<file path="src/hw/rtl/rdc_pkg.sv">
// Shared types, constants and helper functions of the radix digit converter.
// Used by rdc_core and radix_digit_converter; depends on nothing.
`timescale 1ns / 1ps

package rdc_pkg;

    // Magnitude width of an accepted value. A valid value lies in 1 .. 2^VALUE_BITS - 1,
    // and the 32-bit signed field never carries more than 31 magnitude bits.
    localparam int VALUE_BITS = 31;
    localparam int MAG_BITS   = (VALUE_BITS < 31) ? VALUE_BITS : 31;

    // One stored power per digit; the largest count comes with radix 2.
    localparam int MAX_DIGITS = MAG_BITS;
    localparam int IDX_BITS   = $clog2(MAX_DIGITS);

    localparam int RADIX_BITS = 6;
    localparam int DIGIT_BITS = 6;
    localparam int BIT_BITS   = 3;

    // A power times the radix, and a power shifted by up to five places, fit here.
    localparam int PROD_BITS  = MAG_BITS + RADIX_BITS;
    localparam int SUB_BITS   = PROD_BITS + 1;

    localparam logic [RADIX_BITS-1:0] RADIX_MIN = 6'd2;
    localparam logic [RADIX_BITS-1:0] RADIX_MAX = 6'd36;

    typedef enum logic [5:0] {
        ST_IDLE = 6'b000001,
        ST_MUL  = 6'b000010,
        ST_CHK  = 6'b000100,
        ST_DIG  = 6'b001000,
        ST_EMIT = 6'b010000,
        ST_BAD  = 6'b100000
    } t_state;

    // One result handed from the sequencer to the output register.
    typedef struct packed {
        logic                  valid;
        logic [DIGIT_BITS-1:0] digit;
        logic                  last;
        logic                  invalid;
    } t_emit;

    // Position of the highest set bit of radix - 1, which is the top bit a digit can use.
    function automatic logic [BIT_BITS-1:0] top_bit(input logic [RADIX_BITS-1:0] radix);
        logic [RADIX_BITS-1:0] span;
        logic [BIT_BITS-1:0]   pos;
        span = radix - 6'd1;
        pos  = '0;
        for (int b = 0; b < RADIX_BITS; b++) begin
            if (span[b]) begin
                pos = BIT_BITS'(b);
            end
        end
        return pos;
    endfunction

endpackage

</file>
<file path="src/hw/rtl/radix_digit_converter.sv">
// Top level of the radix digit converter: request handshake and output register.
// Depends on rdc_pkg and instantiates rdc_core.
`timescale 1ns / 1ps

// Usage
// The input channel takes one request (i_value, i_radix) when i_valid and o_ready are
// both high. The output channel gives one result per digit (o_digit, o_is_last,
// o_invalid), most significant digit first, when o_valid and i_ready are both high.
// The last digit carries o_is_last. A value below 1 or a radix outside 2 to 36 gives a
// single result with digit 0 and both o_is_last and o_invalid set.
// Timing
// One request is worked on at a time and o_ready stays low until its final result has
// been loaded into the output register. The sequencer first builds the powers of the
// radix, each by a multiply and then a compare on the shared subtractor, and then finds
// each digit by restoring trial subtraction, one digit bit per cycle, and then hands
// the digit over to the output register.
// Reset and stalls
// Synchronous active-low reset returns the sequencer to idle and empties the output
// register. When the receiver holds i_ready low, the result stays in the output
// register and the sequencer waits with the next digit until the register frees up.

module radix_digit_converter (
    input  logic        i_clk,
    input  logic        i_rst_n,
    input  logic        i_valid,
    output logic        o_ready,
    input  logic [31:0] i_value,
    input  logic [5:0]  i_radix,
    output logic        o_valid,
    input  logic        i_ready,
    output logic [5:0]  o_digit,
    output logic        o_is_last,
    output logic        o_invalid
);

    logic           w_idle;
    logic           w_start;
    logic           w_slot_free;
    rdc_pkg::t_emit w_emit;

    logic           r_out_valid;
    logic [5:0]     r_digit;
    logic           r_last;
    logic           r_invalid;

    assign o_ready     = w_idle;
    assign w_start     = i_valid && w_idle;

    // The output register can take a new result when empty or when it is drained now.
    assign w_slot_free = !r_out_valid || i_ready;

    rdc_core u_core (
        .i_clk       (i_clk),
        .i_rst_n     (i_rst_n),
        .i_start     (w_start),
        .i_value     (i_value),
        .i_radix     (i_radix),
        .i_slot_free (w_slot_free),
        .o_idle      (w_idle),
        .o_emit      (w_emit)
    );

    always_ff @(posedge i_clk) begin
        if (!i_rst_n) begin
            r_out_valid <= 1'b0;
        end else if (w_emit.valid) begin
            r_out_valid <= 1'b1;
        end else if (i_ready) begin
            r_out_valid <= 1'b0;
        end
    end

    always_ff @(posedge i_clk) begin
        if (w_emit.valid) begin
            r_digit   <= w_emit.digit;
            r_last    <= w_emit.last;
            r_invalid <= w_emit.invalid;
        end
    end

    assign o_valid   = r_out_valid;
    assign o_digit   = r_digit;
    assign o_is_last = r_last;
    assign o_invalid = r_invalid;

`ifndef SYNTH
    // A result that reports bad input is always the lone, final result with a zero digit.
    a_invalid_is_last: assert property (@(posedge i_clk) disable iff (!i_rst_n)
        o_valid && o_invalid |-> o_is_last && (o_digit == 6'd0))
        else $error("invalid result without last marker or with nonzero digit");

    // The sequencer never overwrites a result that the receiver has not yet taken.
    a_no_overwrite: assert property (@(posedge i_clk) disable iff (!i_rst_n)
        !(w_emit.valid && o_valid && !i_ready))
        else $error("output register overwritten while stalled");

    // An accepted request leaves the sequencer busy in the next cycle.
    a_busy_after_start: assert property (@(posedge i_clk) disable iff (!i_rst_n)
        w_start |=> !o_ready)
        else $error("sequencer still idle after accepting a request");
`endif

endmodule

</file>
<file path="src/hw/rtl/rdc_pow_table.sv">
// Generic memory with one synchronous write port and one registered read port.
// Width and depth are set by its parameters; it depends on no other file.
`timescale 1ns / 1ps

module rdc_pow_table #(
    parameter int WIDTH = 8,
    parameter int DEPTH = 16
) (
    input  logic                     i_clk,
    input  logic                     i_we,
    input  logic [$clog2(DEPTH)-1:0] i_waddr,
    input  logic [WIDTH-1:0]         i_wdata,
    input  logic [$clog2(DEPTH)-1:0] i_raddr,
    output logic [WIDTH-1:0]         o_rdata
);

    logic [WIDTH-1:0] r_mem [DEPTH];
    logic [WIDTH-1:0] r_rdata;

    always_ff @(posedge i_clk) begin
        if (i_we) begin
            r_mem[i_waddr] <= i_wdata;
        end
        r_rdata <= r_mem[i_raddr];
    end

    assign o_rdata = r_rdata;

endmodule

</file>
<file path="src/hw/rtl/rdc_core.sv">
// Sequencer and shared multiply / subtract datapath of the radix digit converter.
// Depends on rdc_pkg and instantiates rdc_pow_table.
`timescale 1ns / 1ps

module rdc_core (
    input  logic                           i_clk,
    input  logic                           i_rst_n,
    input  logic                           i_start,
    input  logic [31:0]                    i_value,
    input  logic [rdc_pkg::RADIX_BITS-1:0] i_radix,
    input  logic                           i_slot_free,
    output logic                           o_idle,
    output rdc_pkg::t_emit                 o_emit
);

    rdc_pkg::t_state r_state, n_state;

    logic [rdc_pkg::MAG_BITS-1:0]   r_value, n_value;
    logic [rdc_pkg::RADIX_BITS-1:0] r_radix, n_radix;
    logic [rdc_pkg::MAG_BITS-1:0]   r_pow, n_pow;
    logic [rdc_pkg::PROD_BITS-1:0]  r_prod, n_prod;
    logic [rdc_pkg::IDX_BITS-1:0]   r_idx, n_idx;
    logic [rdc_pkg::BIT_BITS-1:0]   r_bit, n_bit;
    logic [rdc_pkg::BIT_BITS-1:0]   r_top, n_top;
    logic [rdc_pkg::MAG_BITS-1:0]   r_rem, n_rem;
    logic [rdc_pkg::DIGIT_BITS-1:0] r_dig, n_dig;

    logic                           w_ok;
    logic                           w_we;
    logic [rdc_pkg::MAG_BITS-1:0]   w_pow;
    logic [rdc_pkg::PROD_BITS-1:0]  w_shift;
    logic [rdc_pkg::SUB_BITS-1:0]   w_sub_a, w_sub_b, w_diff;
    logic                           w_fits;

    // The read address is the next index, so the registered power of the current index is
    // ready for each digit step.
    rdc_pow_table #(
        .WIDTH (rdc_pkg::MAG_BITS),
        .DEPTH (rdc_pkg::MAX_DIGITS)
    ) u_pow_table (
        .i_clk   (i_clk),
        .i_we    (w_we),
        .i_waddr (r_idx),
        .i_wdata (r_pow),
        .i_raddr (n_idx),
        .o_rdata (w_pow)
    );

    // Positive, inside the magnitude range, and a radix from 2 to 36.
    assign w_ok = !i_value[31] && (i_value != 32'd0)
                  && ((i_value[30:0] >> rdc_pkg::MAG_BITS) == 31'd0)
                  && (i_radix >= rdc_pkg::RADIX_MIN) && (i_radix <= rdc_pkg::RADIX_MAX);

    assign w_we    = (r_state == rdc_pkg::ST_MUL);
    assign w_shift = rdc_pkg::PROD_BITS'(w_pow) << r_bit;

    // The one subtractor: power check while building powers, trial subtract per digit bit.
    always_comb begin
        if (r_state == rdc_pkg::ST_CHK) begin
            w_sub_a = rdc_pkg::SUB_BITS'(r_value);
            w_sub_b = rdc_pkg::SUB_BITS'(r_prod);
        end else begin
            w_sub_a = rdc_pkg::SUB_BITS'(r_rem);
            w_sub_b = rdc_pkg::SUB_BITS'(w_shift);
        end
    end

    assign w_diff = w_sub_a - w_sub_b;
    assign w_fits = !w_diff[rdc_pkg::SUB_BITS-1];

    always_comb begin
        n_state = r_state;
        n_value = r_value;
        n_radix = r_radix;
        n_pow   = r_pow;
        n_prod  = r_prod;
        n_idx   = r_idx;
        n_bit   = r_bit;
        n_top   = r_top;
        n_rem   = r_rem;
        n_dig   = r_dig;
        o_emit  = '0;
        case (r_state)
            rdc_pkg::ST_IDLE: begin
                if (i_start) begin
                    n_value = i_value[rdc_pkg::MAG_BITS-1:0];
                    n_radix = i_radix;
                    n_pow   = rdc_pkg::MAG_BITS'(1);
                    n_idx   = '0;
                    n_top   = rdc_pkg::top_bit(i_radix);
                    n_state = w_ok ? rdc_pkg::ST_MUL : rdc_pkg::ST_BAD;
                end
            end
            rdc_pkg::ST_MUL: begin
                n_prod  = rdc_pkg::PROD_BITS'(r_pow) * rdc_pkg::PROD_BITS'(r_radix);
                n_state = rdc_pkg::ST_CHK;
            end
            rdc_pkg::ST_CHK: begin
                if (w_fits) begin
                    n_pow   = r_prod[rdc_pkg::MAG_BITS-1:0];
                    n_idx   = r_idx + 1'b1;
                    n_state = rdc_pkg::ST_MUL;
                end else begin
                    n_rem   = r_value;
                    n_bit   = r_top;
                    n_dig   = '0;
                    n_state = rdc_pkg::ST_DIG;
                end
            end
            rdc_pkg::ST_DIG: begin
                if (w_fits) begin
                    n_rem = w_diff[rdc_pkg::MAG_BITS-1:0];
                    n_dig = r_dig | (rdc_pkg::DIGIT_BITS'(1) << r_bit);
                end
                if (r_bit == '0) begin
                    n_state = rdc_pkg::ST_EMIT;
                end else begin
                    n_bit = r_bit - 1'b1;
                end
            end
            rdc_pkg::ST_EMIT: begin
                o_emit.valid   = i_slot_free;
                o_emit.digit   = r_dig;
                o_emit.last    = (r_idx == '0);
                o_emit.invalid = 1'b0;
                if (i_slot_free) begin
                    if (r_idx == '0) begin
                        n_state = rdc_pkg::ST_IDLE;
                    end else begin
                        n_idx   = r_idx - 1'b1;
                        n_bit   = r_top;
                        n_dig   = '0;
                        n_state = rdc_pkg::ST_DIG;
                    end
                end
            end
            rdc_pkg::ST_BAD: begin
                o_emit.valid   = i_slot_free;
                o_emit.digit   = '0;
                o_emit.last    = 1'b1;
                o_emit.invalid = 1'b1;
                if (i_slot_free) begin
                    n_state = rdc_pkg::ST_IDLE;
                end
            end
            default: begin
                n_state = rdc_pkg::ST_IDLE;
            end
        endcase
    end

    always_ff @(posedge i_clk) begin
        if (!i_rst_n) begin
            r_state <= rdc_pkg::ST_IDLE;
        end else begin
            r_state <= n_state;
        end
    end

    always_ff @(posedge i_clk) begin
        r_value <= n_value;
        r_radix <= n_radix;
        r_pow   <= n_pow;
        r_prod  <= n_prod;
        r_idx   <= n_idx;
        r_bit   <= n_bit;
        r_top   <= n_top;
        r_rem   <= n_rem;
        r_dig   <= n_dig;
    end

    assign o_idle = (r_state == rdc_pkg::ST_IDLE);

endmodule

</file>
<file path="config.mk">
export PLATFORM = sky130hd
export DESIGN_NAME = radix_digit_converter
export DESIGN_NICKNAME = d
export VERILOG_FILES = /design/src/hw/rtl/rdc_pkg.sv /design/src/hw/rtl/radix_digit_converter.sv /design/src/hw/rtl/rdc_pow_table.sv /design/src/hw/rtl/rdc_core.sv
export SDC_FILE = /design/constraint.sdc
export NUM_CORES = 2
export LEC_CHECK = 0
export BUFFER_PORTS_ARGS = -buffer_cell sky130_fd_sc_hd__buf_2
export CORE_MARGIN = 4
export CORE_UTILIZATION = 40
export DETAILED_ROUTE_END_ITERATION = 6
export PLACE_DENSITY_LB_ADDON = 0.25
export SYNTH_ARGS = -nofsm -noshare
export SYNTH_HDL_FRONTEND = slang
export SYNTH_HIERARCHICAL = 1
export SYNTH_SLANG_ARGS = --single-unit
</file>
<file path="constraint.sdc">
create_clock -name i_clk -period 18.86 [get_ports i_clk]
set_clock_uncertainty 0.05 [all_clocks]
set_input_delay 3.772 -clock i_clk [delete_from_list [all_inputs] [get_ports i_clk]]
set_output_delay 3.772 -clock i_clk [all_outputs]
set_load 0.05 [all_outputs]
</file>
**Yosys cells after proc, flatten, opt, wreduce, memory -nomap -nowiden**

Memories as Yosys holds them, arrays and structs flattened. A register that Yosys moved wholly into a read port is not among the register bits.
Cells that the tools add are included.

- Memory bits (writable): 961
- Memories kept: 1
- Flip-flop bits (word level): 168
- Input port bits: 42
- Word-level logic and storage cells: 103

- Shifts and indexed selects: 2
- Bitwise operators: 1
- Equal/unequal tests: 15
- $add $sub $neg: 5
- Reductions and logical operators: 21
- Muxes and demuxes: 40
- Order comparisons: 2
- $mul: 1

Memory list:

| memory | depth | width | read ports | clocked after Yosys merged registers in | wr ports | line | source |
|---|---|---|---|---|---|---|---|
| u_core.u_pow_table.r_mem | 31 | 31 | 1 | 1 | 1 | rdc_pow_table.sv:17 | `logic [WIDTH-1:0] r_mem [DEPTH];` |

Operators with widths:

| cell | number |
|---|---|
| $mux 31 | 5 |
| $pmux 31 s2 | 2 |
| $mux 6 | 9 |
| $sub 38x38->38 | 1 |
| $mul 31x6->37 | 1 |
| $mux 37 | 1 |
| $shl 31x3->37 | 1 |
| $pmux 6 s6 | 1 |
| $reduce_bool 32->1 | 1 |
| $mux 5 | 4 |
| $pmux 6 s3 | 1 |
| $pmux 9 s2 | 1 |
| $pmux 5 s3 | 1 |
| $mux 3 | 4 |
| $ne 2x1->1 const B | 5 |
| $reduce_and 5->1 | 2 |
| $pmux 3 s3 | 1 |
| $mux 4 | 2 |
| $ne 2x2->1 const B | 4 |
| $eq 6x1->1 const B | 1 |
| $eq 6x2->1 const B | 1 |
| $eq 6x3->1 const B | 1 |
| $eq 6x4->1 const B | 1 |
| $eq 6x5->1 const B | 1 |
| other kinds (22) | 35 |

**Depth between registers and ports, before layout**

- Depth in word-level cells: 7
- Mapped depth: 28

**By module**

The synthesis kept the hierarchy.

Modules (own cells, without submodules):

| module | cells each | area each (um2) | instances | seq. area each (um2) |
|---|---|---|---|---|
| rdc_pow_table | 1,814 | 37,836.3 | 1 | 29,478.3 |
| rdc_core | 1,645 | 15,325.9 | 1 | 4,664.5 |
| radix_digit_converter | 13 | 295.3 | 1 | 260.2 |

**Worst setup path after synthesis**

No wires, ideal clock.

- Path kind: register -> register
- Start point: reg u_core/r_bit[1] (netlist bit)
- End point: reg u_core/r_rem[0] (netlist bit), enable pin
- Arrival: 6,238 ps
- Slack: 12,106 ps
- Period minus slack after synthesis: 6,754 ps
- Library setup time: 466 ps
- Stages on the path, launching flop included: 17
- Path buffers: 5
- Required time: 18,344 ps
- Path through: edfxtp_1 -> clkbuf_1 -> clkbuf_1 -> clkbuf_1 -> mux4_2 -> nand2_1 -> nand2_1 -> a21oi_1 -> ha_1 -> clkbuf_2 -> nand2_1 -> or4_4 -> o311a_4 -> a21oi_4 -> o21ai_2 -> buf_2 -> o31ai_1

- Longest elaborated chain between the ends: 5
- Elaborated cells on any way between the ends: 6
- Those cells by class: add/sub: 1; eq/ne: 2; shift: 1; mux: 1; reduce/logical: 1

Ends and longest elaborated chain:

| item | line | source |
|---|---|---|
| from (decl) | rdc_core.sv:23 | `logic [rdc_pkg::BIT_BITS-1:0] r_bit, n_bit;` |
| from (signal assigned) | rdc_core.sv:166 | `r_bit <= n_bit;` |
| $shl 31x3->37 (*) | rdc_core.sv:55 | `assign w_shift = rdc_pkg::PROD_BITS'(w_pow) << r_bit;` |
| $mux 37 (*) | rdc_core.sv:59 | `if (r_state == rdc_pkg::ST_CHK) begin` |
| $sub 38x38->38 (*) | rdc_core.sv:68 | `assign w_diff = w_sub_a - w_sub_b;` |
| $ne 2x1->1 (no line) or $ne 2x2->1 (tied branches) | n/a |  |
| $reduce_and 3->1 (no line) (*) | n/a |  |
| to (signal assigned) | rdc_core.sv:168 | `r_rem <= n_rem;` |
| to (decl) | rdc_core.sv:25 | `logic [rdc_pkg::MAG_BITS-1:0] r_rem, n_rem;` |

Mark *: on every way between the ends. The rest lies on a longest branch, timed or not.
A chain may end at the register's enable or synchronous reset.

**Final worst setup path**

- Start point: reg u_core.r_state[4]
- End point: reg u_core.u_pow_table.r_rdata[8], in the netlist u_core/u_pow_table/o_rdata[8], read port of u_core.u_pow_table.r_mem

- Longest elaborated chain between the ends: 5
- Elaborated cells on any way between the ends: 10
- Those cells by class: add/sub: 1; eq/ne: 3; mux: 5; reduce/logical: 1

Ends and longest elaborated chain:

| item | line | source |
|---|---|---|
| from (decl) | rdc_core.sv:16 | `rdc_pkg::t_state r_state, n_state;` |
| from (signal assigned) | rdc_core.sv:154 | `r_state <= rdc_pkg::ST_IDLE;` |
| from (signal assigned) | rdc_core.sv:156 | `r_state <= n_state;` |
| $eq 6x3->1 | rdc_core.sv:59, rdc_core.sv:83 |  |
| $mux 31 or $mux 37 (tied branches) | rdc_core.sv:59 |  |
| $sub 38x38->38 | rdc_core.sv:68 |  |
| $mux 5 | rdc_core.sv:99 | `if (w_fits) begin` |
| $pmux 5 s3 (*) | rdc_core.sv:83 | `case (r_state)` |
| net u_core.n_idx (one bit) | rdc_core.sv:22 | `logic [rdc_pkg::IDX_BITS-1:0] r_idx, n_idx;` |
| to (decl) | rdc_pow_table.sv:18 | `logic [WIDTH-1:0] r_rdata;` |

The timed path passes the listed nets; every way through them passes the cells marked *.

==> impl_metrics.toml <==
[outcome]
status = "completed"

[worst_setup_path]
cp-start-kind = "register"
reg2reg_setup_slack_ns = 9.86
cp_num_buf_inv = 4
crit_chain = "nor2_1 > nand2_1 > nor3b_2 > buf_4 > and2_1 > a21oi_1 > ha_1 > a21oi_1 > a21oi_1 > a211oi_1 > nor2_1 > o21bai_1 > a21oi_4 > o21ai_2 > o21ai_0 > a31oi_4 > buf_4 > buf_4 > buf_4 > mux4_2 > nor2b_1 > a211oi_1 > a211oi_1"
cp_max_fo = 74
cp_slowest_cell = "a211oi_1"
cp.arrival_ns = 9.50
endpoint_kind = "register"
path_class = "register to register"
cpMostUsedCell = "buf_4"
crit_family = "compound AO/OA/AOI/OAI gates"
cp_slowest_stage_delay_ns = 0.87
worstPathRequired_ns = 19.36

[clock_tree]
cts_tree = "done"
cts_sinks = 1160
numCtsBuffers = 116
post_cts.repair.setup_buffers = 0
clk_latency_ns = 0.73
cts_max_level = 3
clk_pin_slew_worst_paths_ns = 0.06
cts_root_buf = "clkbuf_16"
postCtsHoldBufs = 0
ctsResizeCount = 0
clockBufferDepth = 3

[route]
drt_iter0_markers = 2850
firstDrtPassIters = 6
postRouteAntennaNets = 0
drc = 0
routedWlPerCell_um = 26.5
vias_per_cell = 5.66
wl_mm = 144
via_count = 30700

[power_and_ir_drop]
p_leak_nw = 20.1
worst_ir_drop_vdd_uv = 139
power_density_nw_per_um2 = 156

[floorplan]
io_pins = 52
initial_core_util = 0.405
die_h_um = 374
core_region_area_um2 = 132000
die_w_um = 374
num_rows = 133
dieArea_um2 = 140000

[logic_synthesis]
ys_seq_elements = 1160
ys_warn_count = 6
synth_edf_count = 1117
syn_avg_cell_area_um2 = 15.4
async_flop_share = 0
synth-seq-area-share = 0.644
ys_types = 80
synthCells = 3472
synthFlopType = "edfxtp_1"
synth_nets = 3717
syn_area_um2 = 53500

[timing]
slew_violations = 0
setup_viol = 0
fmax_ghz = 0.111
fin_crit_sh = 0.477
setup_tns_ns = 0
min_period_ns = 9.00
hold_violations = 0
rsz0062_at_grt = "no"
tightest_slew_ns = 1.06
maxSlewHeadroom = 0.294

[global_routing]
grt_pass1_wl_mm = 210
grt_antenna_before_repair = 5
grt_max_degree = 97
grt_pass1_vias = 30300
grt_usage = 0.202
grt_overflow = 0

[hold_path]
worstHoldPathType = "register to register"

[flow_run]
cap_violations = 0

[place]
gp_congestion = 0.856
dp_hpwl_mm = 84.7
dpl.cell_count = 5199
portBuffers = 51

[layout]
area_growth_pct = 12.0
drive_gt1_frac = 0.157
fin_nets = 3807
fin_cells = 5419
-- stage by stage --
step	setup WS (ns)	instance area [µm²]	utilization	hold slack [ns]	total power [mW]
finish	9.86	59900	0.453	0.496	9.36
global route	9.20	59900	0.453	0.524	9.97
CTS	9.88	59900	0.453	0.496	9.42
detailed placement	9.89	56100	0.424	0.485	7.14
global placement	9.98	56100	0.424	0.480	7.12
floorplan	12.11	53500	-	0.446	6.14
-- worst paths after layout --
path,cells after the start,to,from
min,2,u_core/r_bit[1],u_core/r_top[1]
max reg2reg,23,u_core/u_pow_table/o_rdata[8],u_core/r_state[4]
max,23,u_core/u_pow_table/o_rdata[8],u_core/r_state[4]
min reg2reg,2,u_core/r_bit[1],u_core/r_top[1]
-- kinds of logic (layout without fill, tap and decap cells) --
logic type / Yosys count / count (layout) / share of synthesized area
AND/OR/NAND/NOR: 797 / 797 / 0.0756
other: 0 / 2 / 0
AO/OA/AOI/OAI: 516 / 516 / 0.0660
multiplexers: 387 / 387 / 0.113
buffers and inverters: 353 / 543 / 0.0291
XOR/XNOR: 56 / 56 / 0.00917
flip-flops: 1160 / 1160 / 0.644
adder cells (fa/ha/maj): 203 / 203 / 0.0641
-- cells in the mapped netlist (66+ instances only) --
master / n / share of area
mux4_2: 120 / 0.051
edfxtp_1: 1117 / 0.63
mux2i_1: 163 / 0.031
nor2_1: 96 / 0.0067
o21ai_0: 98 / 0.0092
inv_1: 177 / 0.012
a21oi_1: 97 / 0.0091
nand3_1: 66 / 0.0062
and2_1: 224 / 0.026
mux2_2: 70 / 0.015
ha_1: 85 / 0.020
fa_1: 118 / 0.044
nand2_1: 271 / 0.019
clkbuf_1: 103 / 0.0072
-- cell usage in the layout (no fill, tap or decap), drive strengths merged, types with 39 or more instances in the layout --
cell and instances:
edfxtp 1117, nand2 271, and2 224, inv 178, mux2i 163, clkbuf 158
mux4 154, buf 147, fa 118, o21ai 99, a21oi 98, nor2 96
ha 85, mux2 70, nand3 66, clkinv 49, dfxtp 43, a211oi 39
-- per-layer routing --
metal	global-route usage	up-vias	routed length [µm]	share of wire
met5	0	-	0	0
met4	0.0443	0	2570	0.018
met3	0.0291	145	9470	0.066
met2	0.331	1072	68500	0.48
met1	0.289	16000	63200	0.44
li1	-	13400	-	-
-- area by class of cell --
class,count,area [µm²]
Clock buffer,158,3210
Sequential cell,1160,34400
Timing Repair Buffer,147,988
Multi-Input combinational cell,1959,17800
Antenna cell,2,5.00
Inverter,178,668
Clock inverter,60,558
Fill cell,11600,72300
Tap cell,1755,2200
-- flip-flops by register name (all words and copies together) (netlist names) --
register	cells
u_core/r_idx	5
o_is_last	1
o_digit	6
u_core/r_pow	31
u_core/r_value	31
u_core/r_top	3
o_valid	1
u_core/r_state	6
u_core/r_dig	6
u_core/r_bit	3
u_core/r_radix	6
u_core/r_rem	31
u_core/u_pow_table/o_rdata	31
u_core/r_prod	37
o_invalid	1
u_core/u_pow_table/r_mem	961
-- power breakdown --
| part | total, mW | internal [mW] | switching, mW |
|---|---|---|---|
| Sequential | 3.36 | 3.21 | 0.147 |
| Combinational | 3.74 | 1.51 | 2.23 |
| Clock | 2.26 | 1.29 | 0.974 |
| Total | 9.36 | 6.02 | 3.35 |
-- worst min-delay path, stage by stage, from the launching register on --
cell and delay [ns]:
edfxtp_1 0.32, nand2_1 0.05, o21ai_0 0.06
Power figures use the tool's default switching activity.
